**config.mk**
```make
export PLATFORM = sky130hd
export DESIGN_NAME = sql_like_matcher_unit
export DESIGN_NICKNAME = d
export VERILOG_FILES = /design/src/rtl/core/slm_pkg.sv /design/src/rtl/core/slm_cell.sv /design/src/rtl/core/sql_like_matcher_unit.sv
export SDC_FILE = /design/constraint.sdc
export NUM_CORES = 1
export LEC_CHECK = 0
export BUFFER_PORTS_ARGS = -buffer_cell sky130_fd_sc_hd__buf_4
export CAP_MARGIN = 20
export CORE_UTILIZATION = 40
export DETAILED_ROUTE_END_ITERATION = 10
export PLACE_DENSITY = 0.54
export SLEW_MARGIN = 20
export SYNTH_ARGS = -nofsm -noshare
export SYNTH_HDL_FRONTEND = slang
export SYNTH_SLANG_ARGS = --single-unit
```
**constraint.sdc**
```tcl
create_clock -name clk -period 5.3 [get_ports clk]
set_input_delay 0.53 -clock clk [delete_from_list [all_inputs] [get_ports clk]]
set_output_delay 0.53 -clock clk [all_outputs]
set_load 0.005 [all_outputs]
```
**src/rtl/core/slm_pkg.sv**
```systemverilog
// ----------------------------------------------------------------------------
// slm_pkg
// Shared types and constants for the LIKE pattern matcher.
// ----------------------------------------------------------------------------
package slm_pkg;

    localparam int MAX_PATTERN_DEF = 32;

    localparam logic [7:0] CH_PERCENT    = 8'h25;
    localparam logic [7:0] CH_UNDERSCORE = 8'h5F;
    localparam logic [7:0] ESCAPE_RESET  = 8'h5C;

    typedef enum logic [1:0] {
        FUNC_CLEAR  = 2'd0,
        FUNC_APPEND = 2'd1,
        FUNC_BYTE   = 2'd2,
        FUNC_END    = 2'd3
    } func_t;

    typedef enum logic [1:0] {
        KIND_LIT = 2'd0,
        KIND_ONE = 2'd1,
        KIND_RUN = 2'd2,
        KIND_ESC = 2'd3
    } kind_t;

    typedef struct packed {
        kind_t      kind;
        logic [7:0] chr;
    } tok_t;

    // Broadcast controls from the top level to every cell.
    typedef struct packed {
        logic       clear;
        logic       rearm;
        logic       stream;
        logic [7:0] chr;
        tok_t       wr_tok;
    } ctrl_t;

    // Signals handed from one cell to the next.
    typedef struct packed {
        logic adv;
        logic carry;
    } link_t;

endpackage

```
**src/rtl/core/slm_cell.sv**
```systemverilog
// ----------------------------------------------------------------------------
// slm_cell
// One pattern position: holds its token, a used flag and the seed bit of the
// active set; closes over any-run tokens and steps on a string byte.
// ----------------------------------------------------------------------------
module slm_cell #(
    parameter logic IS_START = 1'b0
) (
    input  logic           clk,
    input  logic           rst_n,
    input  slm_pkg::ctrl_t ctrl,
    input  logic           we,
    input  slm_pkg::link_t link_in,
    output slm_pkg::link_t link_out,
    output logic           active,
    output logic           used
);

    slm_pkg::tok_t tok_reg;
    slm_pkg::tok_t tok_next;
    logic          used_reg;
    logic          used_next;
    logic          seed_reg;
    logic          seed_next;
    logic          closed;
    logic          is_run;
    logic          step_hit;

    assign closed   = seed_reg | link_in.carry;
    assign is_run   = (tok_reg.kind == slm_pkg::KIND_RUN);
    assign step_hit = (tok_reg.kind == slm_pkg::KIND_ONE)
                   || (!is_run && (tok_reg.chr == ctrl.chr));

    assign link_out.carry = closed & used_reg & is_run;
    assign link_out.adv   = closed & used_reg & step_hit;
    assign active         = closed;
    assign used           = used_reg;

    always_comb
    begin
        tok_next  = we ? ctrl.wr_tok : tok_reg;
        used_next = used_reg;
        if (ctrl.clear)
        begin
            used_next = 1'b0;
        end
        else if (we)
        begin
            used_next = 1'b1;
        end
        seed_next = seed_reg;
        if (ctrl.rearm)
        begin
            seed_next = IS_START;
        end
        else if (ctrl.stream)
        begin
            seed_next = (closed & used_reg & is_run) | link_in.adv;
        end
    end

    always_ff @(posedge clk or negedge rst_n)
    begin
        if (!rst_n)
        begin
            used_reg <= 1'b0;
            seed_reg <= IS_START;
        end
        else
        begin
            used_reg <= used_next;
            seed_reg <= seed_next;
        end
    end

    always_ff @(posedge clk)
    begin
        tok_reg <= tok_next;
    end

endmodule

```
**src/rtl/core/sql_like_matcher_unit.sv**
```systemverilog
// ----------------------------------------------------------------------------
// sql_like_matcher_unit
// Streaming SQL LIKE matcher with escape byte, built as a row of position
// cells that carry the active set of pattern positions.
//
//   channel  handshake            payload
//   -------  -------------------  --------------------------------
//   cfg      cfg_valid/cfg_ready  escape_char
//   in       in_valid/in_ready    func, byte_value, is_null
//   out      out_valid/out_ready  match, pattern_error
//
// A new input word is taken each cycle while in_ready is high.
// The any-run closure ripples combinationally through the cell row.
// An end-of-string result appears in the output register the next cycle.
// in_ready drops only while a result waits and out_ready is low.
// Reset empties the pattern and restores the escape byte to backslash.
// ----------------------------------------------------------------------------
module sql_like_matcher_unit #(
    parameter int MAX_PATTERN = slm_pkg::MAX_PATTERN_DEF
) (
    input  logic       clk,
    input  logic       rst_n,
    input  logic       cfg_valid,
    output logic       cfg_ready,
    input  logic [7:0] escape_char,
    input  logic       in_valid,
    output logic       in_ready,
    input  logic [1:0] func,
    input  logic [7:0] byte_value,
    input  logic       is_null,
    output logic       out_valid,
    input  logic       out_ready,
    output logic       match,
    output logic       pattern_error
);

    localparam int LEN_W = $clog2(MAX_PATTERN + 1);

    logic [7:0]       esc_reg;
    logic [7:0]       esc_next;
    logic [LEN_W-1:0] len_reg;
    logic [LEN_W-1:0] len_next;
    logic             pend_reg;
    logic             pend_next;
    logic             bad_reg;
    logic             bad_next;
    logic             tail_reg;
    logic             tail_next;
    logic             out_valid_reg;
    logic             out_valid_next;
    logic             match_reg;
    logic             match_next;
    logic             err_reg;
    logic             err_next;

    slm_pkg::func_t   fn;
    slm_pkg::ctrl_t   ctrl;
    logic             accept;
    logic             append;
    logic             full;
    logic             err;
    logic             hit;
    logic             tail_active;

    slm_pkg::link_t   links  [MAX_PATTERN+1];
    logic [MAX_PATTERN-1:0] act;
    logic [MAX_PATTERN-1:0] usd;
    logic [MAX_PATTERN-1:0] last;

    assign fn        = slm_pkg::func_t'(func);
    assign cfg_ready = 1'b1;
    assign in_ready  = !out_valid_reg || out_ready;
    assign accept    = in_valid && in_ready;
    assign full      = (len_reg == LEN_W'(MAX_PATTERN));

    assign links[0] = '0;

    genvar gi;
    generate
        for (gi = 0; gi < MAX_PATTERN; gi++)
        begin : g_cell
            slm_cell #(
                .IS_START((gi == 0) ? 1'b1 : 1'b0)
            ) u_cell (
                .clk      (clk),
                .rst_n    (rst_n),
                .ctrl     (ctrl),
                .we       (append && (len_reg == LEN_W'(gi))),
                .link_in  (links[gi]),
                .link_out (links[gi+1]),
                .active   (act[gi]),
                .used     (usd[gi])
            );
            if (gi == 0)
            begin : g_first
                assign last[gi] = !usd[gi];
            end
            else
            begin : g_rest
                assign last[gi] = usd[gi-1] && !usd[gi];
            end
        end
    endgenerate

    assign tail_active = tail_reg | links[MAX_PATTERN].carry;

    always_comb
    begin
        ctrl           = '0;
        ctrl.chr       = byte_value;
        ctrl.wr_tok    = '{kind: slm_pkg::KIND_LIT, chr: byte_value};
        append         = 1'b0;
        esc_next       = (cfg_valid && cfg_ready) ? escape_char : esc_reg;
        len_next       = len_reg;
        pend_next      = pend_reg;
        bad_next       = bad_reg;
        tail_next      = tail_reg;
        err            = bad_reg || pend_reg;
        hit            = !is_null && !err
                      && ((|(act & last)) || (usd[MAX_PATTERN-1] && tail_active));
        out_valid_next = out_valid_reg && !out_ready;
        match_next     = match_reg;
        err_next       = err_reg;
        if (accept)
        begin
            unique case (fn)
                slm_pkg::FUNC_CLEAR:
                begin
                    ctrl.clear = 1'b1;
                    ctrl.rearm = 1'b1;
                    len_next   = '0;
                    pend_next  = 1'b0;
                    bad_next   = 1'b0;
                    tail_next  = 1'b0;
                end
                slm_pkg::FUNC_APPEND:
                begin
                    ctrl.rearm = 1'b1;
                    tail_next  = 1'b0;
                    if (pend_reg)
                    begin
                        ctrl.wr_tok.kind = slm_pkg::KIND_ESC;
                        append           = 1'b1;
                        pend_next        = 1'b0;
                    end
                    else if (byte_value == esc_reg)
                    begin
                        pend_next = 1'b1;
                    end
                    else
                    begin
                        append = 1'b1;
                        if (byte_value == slm_pkg::CH_PERCENT)
                        begin
                            ctrl.wr_tok.kind = slm_pkg::KIND_RUN;
                        end
                        else if (byte_value == slm_pkg::CH_UNDERSCORE)
                        begin
                            ctrl.wr_tok.kind = slm_pkg::KIND_ONE;
                        end
                    end
                    if (append && full)
                    begin
                        append   = 1'b0;
                        bad_next = 1'b1;
                    end
                    else if (append)
                    begin
                        len_next = len_reg + LEN_W'(1);
                    end
                end
                slm_pkg::FUNC_BYTE:
                begin
                    ctrl.stream = 1'b1;
                    tail_next   = links[MAX_PATTERN].adv;
                end
                slm_pkg::FUNC_END:
                begin
                    ctrl.rearm     = 1'b1;
                    tail_next      = 1'b0;
                    out_valid_next = 1'b1;
                    match_next     = hit;
                    err_next       = err;
                end
                default:
                begin
                    ctrl.rearm = 1'b0;
                end
            endcase
        end
    end

    always_ff @(posedge clk or negedge rst_n)
    begin
        if (!rst_n)
        begin
            esc_reg       <= slm_pkg::ESCAPE_RESET;
            len_reg       <= '0;
            pend_reg      <= 1'b0;
            bad_reg       <= 1'b0;
            tail_reg      <= 1'b0;
            out_valid_reg <= 1'b0;
        end
        else
        begin
            esc_reg       <= esc_next;
            len_reg       <= len_next;
            pend_reg      <= pend_next;
            bad_reg       <= bad_next;
            tail_reg      <= tail_next;
            out_valid_reg <= out_valid_next;
        end
    end

    always_ff @(posedge clk)
    begin
        match_reg <= match_next;
        err_reg   <= err_next;
    end

    assign out_valid     = out_valid_reg;
    assign match         = match_reg;
    assign pattern_error = err_reg;

endmodule
```
==> metrics.csv, run 1 <==
metric,value,unit
Max Clock Freq,0.294,GHz
Seq pwr share,0.507,
final slew viol count,0,
worst skew pair latency,0.57,ns
core area,45700,sq um
HPWL Detailed,31000,um
Max Cap Viol,0,
register area share after synthesis,0.630,
post-synth top area cell,edfxtp_1,
RD Place Congestion,0.875,
Iteration-0 DRC Markers,1055,
Starting Density,0.407,
"Buf+Inv Stages, Crit Path",0,
endpoints failing setup,0,
CP dominant cell by count,nor2_1,
asr flop ratio synth,0.203,
Synth area leaders,"edfxtp_1 52%, dfrtp_1 10%, xor2_1 8.0%",
CTS root buf,clkbuf_16,
RSZ-0062 raised after global routing,no,
worst slew pin tran,1.09,ns
Mapped Area,18600,sq um
hold_buf cts,1,
antenna cells,0,
"delay-heaviest family, CP",simple AND/OR/NAND/NOR gates,
IO Count,29,
cell-internal power,0.00542,W
Max H-tree Level,2,
final instance area,20900,sq um
minimum clock period,3.41,ns
Slew HR,0.269,
DRC,0,
post-route ant nets,0,
Placed Area,19500,sq um
Synth Instances,1450,
Comb pwr share,0.062,
WL/cell,21.8,um
crit path kind,flip-flop to flip-flop,
Synth top area share,0.520,
arrival time at the worst endpoint,3.59,ns
ys flop type,edfxtp_1,
CP cell instances,"nand2b_1, nand2_1, nor2_1, nand3_1, nor2_1, nand2_1, nor2_1",
# resized after CTS,0,
"Net Count, Synth",1478,
FILL cells,4203,
switching power,0.00157,W
count of cell types in the netlist,83,
P_leak,7.17,nW
CTS Buf Count,42,
number of global-route vias before repair,11636,
Critical Path Source Type,flip-flop,
Tightest Hold Check Type,input port to flip-flop,
chip height,218,um
Die X,218,um
first-pass GRT wire length,71500,um
CTS Sinks,404,
gr usage total,0.201,
period utilization,0.642,
Yosys warnings,0,
status,finished clean,
Finished Layout Cells,2123,
Clock Skews,0.0126,ns
Vias/cell,5.43,
final WL,46200,um
Mean Syn Cell Area,12.8,sq um
Clk pwr share,0.431,
Layout area overhead,12.6,%
cell area power density,334,nW/um^2
CP required,5.49,ns
via count,11531,
Critical-path top delay cell,nor2_1,
IO buf count,27,
number of synthesized flops with an enable pin,322,
setup bufs post-CTS,0,
share of post-route cells with drive strength above 1,0.105,
Cell Count Post-Placement,2044,
max incr delay on CP,0.90,ns
drt pass-1 iters,5,
Setup TNS Final,0,ns
Core Rows,78,
GR Overflow Total,0,
crit end category,flip-flop,
Fin. Hold Viols,0,
"CTS clk-pin slew, worst paths",0.06,ns
largest net degree at the start of global routing,44,
switch share,0.225,
Longest Clk Path Bufs,3,
Synth Register Bits,404,
Die Area,47400,sq um
worst-path maximum fanout,11,
VDD IR max,0.000276,V
Final Net Count,1517,
number of flip-flops in the largest register,320,
initial antenna violation count,0,
TritonCTS clock tree,done,
==> per-layer routing <==
layer | wire (um) | track usage
met1 | 20800 | 0.272
met2 | 22200 | 0.333
met3 | 2110 | 0.0261
met4 | 1190 | 0.0657
met5 | 0 | 0
==> layout make-up <==
class / count / area [sq um] / share of cell area
Clock buffer: 61 / 1260 / 0.0600
Tap cell: 600 / 751 / 0.0358
Timing Repair Buffer: 53 / 400 / 0.0191
Sequential cell: 404 / 11700 / 0.560
Clock inverter: 17 / 165 / 0.00788
Multi-Input combinational cell: 942 / 6480 / 0.309
Inverter: 46 / 173 / 0.00824
==> path summary, 6_finish.rpt <==
check / startpoint / end / slack [ns] / cells past startpoint
min in group asynchronous: rst_n / g_cell[31].u_cell.used / 0.50 / 2
max in group asynchronous: rst_n / g_cell[1].u_cell.used / 3.70 / 3
setup / recovery: out_valid / g_cell[3].u_cell.tok_reg[8] / 1.89 / 7
setup reg to reg: out_valid / g_cell[3].u_cell.tok_reg[8] / 1.89 / 7
hold reg to reg: bad_reg / bad_reg / 0.50 / 2
hold / removal: escape_char[5] / esc_reg[5] / 0.20 / 2
==> cells in the final DEF (no fill, tap or decap), types with 6 or more instances in the layout <==
| cell type | n |
|---|---|
| nor2b_1 | 18 |
| nor3_1 | 6 |
| dfrtp_1 | 77 |
| clkbuf_8 | 7 |
| nand2b_1 | 12 |
| clkbuf_16 | 45 |
| nand4_1 | 32 |
| xnor2_1 | 105 |
| and3b_1 | 12 |
| o211ai_1 | 7 |
| and4b_1 | 6 |
| clkbuf_1 | 9 |
| nand3_1 | 28 |
| mux2_2 | 8 |
| o21ba_2 | 9 |
| o22ai_1 | 18 |
| a31oi_1 | 16 |
| a21oi_1 | 44 |
| a211oi_1 | 6 |
| o21ai_0 | 52 |
| nand2_1 | 73 |
| buf_4 | 52 |
| nor4_1 | 41 |
| nand3b_1 | 17 |
| a21o_1 | 8 |
| nor2_1 | 115 |
| and3_1 | 6 |
| and2_1 | 6 |
| inv_1 | 46 |
| nand4b_1 | 7 |
| xor2_1 | 170 |
| o32ai_1 | 7 |
| a22o_1 | 8 |
| edfxtp_1 | 322 |
==> kinds of logic after synthesis <==
family                   count (synthesis)  synth area share
buffers and inverters                  104            0.0226
XOR/XNOR                               275             0.129
AND/OR/NAND/NOR                        408             0.118
other                                    1          0.000201
flip-flops                             404             0.630
multiplexers                             8           0.00484
adder cells (fa/ha/maj)                  4           0.00269
AO/OA/AOI/OAI                          246            0.0925
==> Yosys cell counts (16+ instances only) <==
| cell type | instances |
|---|---|
| a21oi_1 | 44 |
| a31oi_1 | 16 |
| clkbuf_1 | 29 |
| dfrtp_1 | 77 |
| edfxtp_1 | 322 |
| inv_1 | 46 |
| nand2_1 | 73 |
| nand3_1 | 28 |
| nand3b_1 | 17 |
| nand4_1 | 32 |
| nor2_1 | 118 |
| nor2b_1 | 18 |
| nor4_1 | 41 |
| o21ai_0 | 52 |
| o22ai_1 | 18 |
| xnor2_1 | 105 |
| xor2_1 | 170 |
==> per-stage QoR <==
step | hold slack [ns] | setup slack, ns | power [W] | utilization
CTS | 0.160 | 1.87 | 0.00707 | 0.459
global placement | 0.471 | 1.60 | 0.00404 | 0.427
detailed placement | 0.480 | 1.49 | 0.00404 | 0.427
global route | 0.178 | 1.69 | 0.00722 | 0.459
floorplan | 0.234 | 2.24 | 0.00385 | -
finish | 0.197 | 1.89 | 0.00699 | 0.459
==> power by group through the flow <==
stage | clock (W) | combinational, W | sequential [W]
after floorplan | 0 | 0.000271 | 0.00357
after global placement | 0 | 0.000433 | 0.00360
after detailed placement | 0 | 0.000439 | 0.00360
after CTS | 0.00309 | 0.000441 | 0.00354
after global routing | 0.00320 | 0.000476 | 0.00355
final | 0.00301 | 0.000435 | 0.00354
==> worst register-to-register path: cells and delay by family (launching register included) <==
kind          cells  cell delay, ns
flops             1            0.38
simple gates      7            2.65
No activity file was read; power rests on OpenSTA's default activity.
==> run 2, diff against run 1 <==
- PLACE_DENSITY: 0.54 -> 0.56
- clock period: 5.3 -> 3 ns (I/O delays scaled with it)
==> run 2 against run 1 <==
Final area grew 3.2%. Register-to-register slack worse by 1.8 ns. Setup slack got worse by 1.8 ns. Die area stayed put. Fmax rose by 18%. Utilization up 1.5 points. Wire length is 5.2% lower. Critical endpoint is now match.
==> metrics.csv, run 2 (same netlist as run 1, synthesis figures left out) <==
metric,value,unit,change
CTS Buf Count,43,,+2.4%
HPWL Detailed,28800,um,-7.1%
Starting Density,0.407,,unchanged
first-pass GRT wire length,68100,um,-4.8%
largest net degree at the start of global routing,67,,+52%
critical path depth,9,,+2
drt pass-1 iters,5,,unchanged
chip height,218,um,unchanged
Vias/cell,5.34,,-1.8%
final instance area,21600,sq um,+3.2%
initial antenna violation count,0,,unchanged
Layout area overhead,16.2,%,
Max Cap Viol,0,,unchanged
Max H-tree Level,2,,unchanged
Die Area,47400,sq um,unchanged
number of flip-flops in the largest register,320,,unchanged
"CTS clk-pin slew, worst paths",0.06,ns,about the same
hold slack,0.0611,ns,-0.136 ns
period utilization,0.964,,+0.322
Setup WS pre-CTS,0.0114,ns,-1.47 ns
Critical-path top delay cell,dfstp_2,,
arrival time at the worst endpoint,3.28,ns,-0.31 ns
final WL,43900,um,-5.2%
Longest Clk Path Bufs,3,,unchanged
Clock Skews,0.00792,ns,-0.00469 ns
"Buf+Inv Stages, Crit Path",0,,unchanged
Core Rows,78,,unchanged
CP cell instances,"and4b_1, a2bb2oi_4, a21oi_4, o32a_1, o221a_1, o21ai_1, a41o_1, nand4_1, a311oi_1",,
via count,11636,,+0.91%
IO buf count,27,,unchanged
core area,45700,sq um,unchanged
status,finished clean,,
TritonCTS clock tree,done,,
CTS root buf,clkbuf_16,,
fin worst setup slack,0.108,ns,-1.79 ns
Die X,218,um,unchanged
Max Clock Freq,0.346,GHz,+18%
CTS Sinks,404,,unchanged
"delay-heaviest family, CP",compound AO/OA/AOI/OAI gates,,
WL/cell,20.1,um,-7.7%
Slew HR,0.292,,+0.0230
hold depth,3,,+1
cell area power density,574,nW/um^2,+72%
worst slew pin tran,1.06,ns,-0.0373 ns
crit end category,flip-flop,,
gr usage total,0.189,,-0.0120
number of global-route vias before repair,11365,,-2.3%
Fin. Hold Viols,0,,unchanged
FILL cells,4019,,-4.4%
"commonest non-fill, non-tap cell in the layout",edfxtp_1,,
most frequent cells in the layout,"322 x edfxtp_1, 170 x xor2_1, 105 x xnor2_1",,
antenna cells,0,,unchanged
Iteration-0 DRC Markers,691,,-35%
IO Count,29,,unchanged
final slew viol count,0,,unchanged
Placed Area,20000,sq um,+2.5%
worst skew pair latency,0.56,ns,about the same
GR Overflow Total,0,,unchanged
post-route ant nets,0,,unchanged
RD Place Congestion,0.905,,+3.3%
endpoints failing setup,0,,unchanged
Tightest Hold Check Type,input port to flip-flop,,
VDD IR max,0.000488,V,+77%
total power,0.0124,W,+78%
CP required,3.38,ns,-2.11 ns
Final Net Count,1577,,+4.0%
share of post-route cells with drive strength above 1,0.150,,+0.0448
worst reg2reg path depth,9,,+2
P_leak,7.54,nW,+5.1%
max incr delay on CP,0.57,ns,-0.33 ns
worst-path maximum fanout,6,,-5
Critical Path Source Type,flip-flop,,
minimum clock period,2.89,ns,-0.513 ns
crit path kind,flip-flop to flip-flop,,
DRC,0,,unchanged
-- run 2: cell types whose count changed in the layout (fill, tap and decap cells not counted), moves of 3 or more --
cell,previous run,this run
dlygate4sd3_1,1,9
buf_4,52,94
clkinv_2,5,9
nor2_2,3,23
buf_12,0,9
clkbuf_1,9,6
nor2_1,115,95
-- run 2: final cells by class --
| cell class | instances | area [sq um] | area share |
|---|---|---|---|
| Clock inverter | 20 | 199 | 0.00920 |
| Timing Repair Buffer | 112 | 976 | 0.0451 |
| Multi-Input combinational cell | 942 | 6570 | 0.304 |
| Sequential cell | 404 | 11700 | 0.542 |
| Clock buffer | 57 | 1230 | 0.0569 |
| Inverter | 46 | 173 | 0.00799 |
| Tap cell | 600 | 751 | 0.0347 |
-- run 2: power by group --
part	leakage (nW)	switching [W]	internal [W]	total, W
Combinational	2.84	0.000516	0.000302	0.000819
Sequential	4.00	0.000100	0.00614	0.00624
Clock	0.705	0.00214	0.00322	0.00536
-- run 2: worst paths after layout --
check	slack [ns]	to	startpoint
min in group asynchronous	0.28	pend_reg	rst_n
worst max-delay path	0.11	match	g_cell[0].u_cell.seed_reg
worst max register to register	0.11	match	g_cell[0].u_cell.seed_reg
max in group asynchronous	1.97	g_cell[0].u_cell.seed_reg	rst_n
worst min register to register	0.50	bad_reg	bad_reg
worst min-delay path	0.06	pend_reg	func[0]
-- run 2: worst min-delay path, delay by kind of cell --
family	cells	cell delay (ns)
AO/OA/AOI/OAI	1	0.07
buffers and inverters	1	0.15
AND/OR/NAND/NOR	1	0.06
-- run 2: metrics by stage --
stage,util,cells,setup TNS [ns]
floorplan,-,1450,0
global placement,0.438,2095,-0.00671
detailed placement,0.438,2095,0
CTS,0.472,2181,0
global route,0.473,2181,-0.0218
finish,0.473,2181,0
-- run 2: layer usage --
metal | up-vias | share of wire | routed length [um] | global-route usage
met1 | 5771 | 0.46 | 20000 | 0.258
met4 | 0 | 0.025 | 1090 | 0.0641
met2 | 258 | 0.47 | 20800 | 0.307
met3 | 68 | 0.045 | 1970 | 0.0269
li1 | 5539 | - | - | -
met5 | - | 0 | 0 | 0
-- run 2: what timing repair did --
action,4_1_cts,5_1_grt
pin swaps,0,4
hold buffers,9,0
buffers inserted,0,0
endpoints found under the setup margin,10,182
endpoints found under the hold margin,43,0
gates resized for setup,1,27
==> run 3, diff against run 2 <==
- CORE_UTILIZATION: 40 -> 57
- PLACE_DENSITY: 0.56 -> 0.75
==> run 3 against run 2 <==
Clock power fell by 0.7%. Final cell count fell by 8.8%. Via count rose by 2.1%. Worst hold slack got worse by 0.040 ns. Setup slack got worse by 0.035 ns. Wire length fell by 2.8%. Critical endpoint unchanged.
==> metrics.csv, run 3 (same netlist as run 1, synthesis figures left out) <==
metric,value,unit,change
FILL cells,2318,,-42%
IO buf count,27,,unchanged
Final Util,0.664,,+0.190
IO Count,29,,unchanged
cell area power density,584,nW/um^2,+1.6%
Vias/cell,5.97,,+12%
Iteration-0 DRC Markers,902,,+31%
Setup WS pre-CTS,0.0877,ns,+0.0763 ns
Die Area,33400,sq um,-30%
status,finished clean,,
antenna cells,0,,unchanged
most frequent cells in the layout,"322 x edfxtp_1, 170 x xor2_1, 105 x xnor2_1, 105 x nor2_1, 77 x dfrtp_1",,
RSZ-0062 raised after global routing,yes,,
Clk pwr share,0.431,,about the same
Critical Path Source Type,flip-flop,,
Max Cap Viol,0,,unchanged
core area,31900,sq um,-30%
crit path kind,flip-flop to flip-flop,,
drt pass-1 iters,8,,+3
CTS Sinks,404,,unchanged
Fin. Hold Viols,0,,unchanged
VDD IR max,0.000552,V,+13%
DRC,0,,unchanged
Max H-tree Level,2,,unchanged
Seq pwr share,0.506,,+0.003
number of flip-flops in the largest register,320,,unchanged
worst-path maximum fanout,5,,-1
Comb pwr share,0.063,,-0.003
crit end category,flip-flop,,
arrival time at the worst endpoint,3.29,ns,about the same
Clock Skews,0.0187,ns,+0.0108 ns
CTS root buf,clkbuf_16,,
number of global-route vias before repair,11890,,+4.6%
fin worst setup slack,0.0729,ns,-0.0346 ns
chip height,183,um,-16%
switching power,0.00269,W,-2.3%
final WL,42600,um,-2.8%
CP cell instances,"and4b_1, a2bb2oi_4, a21oi_2, o32a_1, o221a_1, o21ai_1, a41o_1, nand4_1, a311oi_1",,
total power,0.0124,W,-0.56%
GR Overflow Total,0,,unchanged
Longest Clk Path Bufs,3,,unchanged
Placed Area,19600,sq um,-2.0%
Slew HR,0.311,,+0.0182
"delay-heaviest family, CP",compound AO/OA/AOI/OAI gates,,
endpoints failing setup,0,,unchanged
"CTS clk-pin slew, worst paths",0.06,ns,about the same
CTS Buf Count,42,,-2.3%
max incr delay on CP,0.57,ns,about the same
Starting Density,0.584,,+0.176
switch share,0.218,,-0.00381
first-pass GRT wire length,67600,um,-0.64%
worst skew pair latency,0.53,ns,-0.03 ns
worst slew pin tran,1.03,ns,-0.0273 ns
initial antenna violation count,0,,unchanged
largest net degree at the start of global routing,67,,unchanged
period utilization,0.976,,+0.0115
Layout area overhead,13.7,%,
"Buf+Inv Stages, Crit Path",0,,unchanged
Max Clock Freq,0.342,GHz,-1.2%
gr usage total,0.265,,+0.0759
share of post-route cells with drive strength above 1,0.130,,-0.0199
RD Place Congestion,0.950,,+5.1%
WL/cell,21.4,um,+6.6%
minimum clock period,2.93,ns,+0.0346 ns
"commonest non-fill, non-tap cell in the layout",edfxtp_1,,
final slew viol count,0,,unchanged
final instance area,21200,sq um,-2.1%
Die X,183,um,-16%
post-route ant nets,0,,unchanged
via count,11883,,+2.1%
Final Net Count,1549,,-1.8%
cell-internal power,0.00966,W,about the same
Core Rows,65,,-17%
TritonCTS clock tree,done,,
HPWL Detailed,27000,um,-6.3%
CP required,3.36,ns,-0.02 ns
Tightest Hold Check Type,input port to flip-flop,,
Critical-path top delay cell,dfstp_2,,
P_leak,7.40,nW,-1.8%
## run 3: changes by cell type in the layout (fill, tap and decap cells not counted), sizes merged
cell	delta
buf	-25
dlygate4sd3	-2
clkinvlp	-1
inv	+1
clkbuf	-3
clkinv	+1
bufinv	+2
## run 3: layout make-up
cell class              count  area (sq um)  share of cell area
multi-input cells         942          6530               0.309
well taps                 435           544              0.0257
flip-flops and latches    404         11700               0.554
clock inverters            23           272              0.0128
clock buffers              54          1150              0.0542
inverters                  46           173             0.00816
repair buffers             85           768              0.0363
## run 3: what timing repair did
action,CTS,global route
endpoints found under the setup margin,0,81
hold buffers,7,0
endpoints found under the hold margin,42,0
buffers inserted,0,0
resized for setup,0,17
## run 3: path summary, 6_finish.rpt
check / startpoint / end / slack [ns] / cells after the start
worst min register to register: g_cell[4].u_cell.seed_reg / g_cell[4].u_cell.seed_reg / 0.52 / 2
max in group asynchronous: rst_n / g_cell[31].u_cell.used / 1.92 / 3
worst max-delay path: g_cell[0].u_cell.seed_reg / match / 0.07 / 9
worst max register to register: g_cell[0].u_cell.seed_reg / match / 0.07 / 9
worst min-delay path: escape_char[4] / esc_reg[4] / 0.02 / 2
min in group asynchronous: rst_n / esc_reg[1] / 0.33 / 2
## run 3: power groups by stage
stage / Combinational (W) / Sequential (W) / Clock, W
floorplan: 0.000479 / 0.00632 / 0
global placement: 0.000743 / 0.00635 / 0
detailed placement: 0.000762 / 0.00636 / 0
CTS: 0.000776 / 0.00624 / 0.00539
global route: 0.000853 / 0.00626 / 0.00564
finish: 0.000783 / 0.00625 / 0.00532
## run 3: per-layer routing
| metal | vias to the layer above | wire [um] | GRT usage |
|---|---|---|---|
| li1 | 5478 | - | - |
| met1 | 5911 | 19100 | 0.377 |
| met2 | 403 | 19400 | 0.409 |
| met3 | 91 | 2490 | 0.0395 |
| met4 | 0 | 1710 | 0.109 |
| met5 | - | 0 | 0 |
## run 3: worst reg2reg max path, stage by stage (launching register included)
cell	delay [ns]
dfstp_2	0.57
and4b_1	0.31
a2bb2oi_4	0.23
a21oi_2	0.13
o32a_1	0.44
o221a_1	0.25
o21ai_1	0.19
a41o_1	0.26
nand4_1	0.15
a311oi_1	0.23
## run 3: metrics by stage
step | hold WS, ns | instances | TNS (ns)
after CTS | 0.00482 | 1989 | 0
final | 0.0214 | 1989 | 0
after global routing | 0.0103 | 1989 | -0.0664
after floorplan | 0.00441 | 1450 | 0
after detailed placement | 0.352 | 1905 | 0
after global placement | 0.358 | 1905 | 0
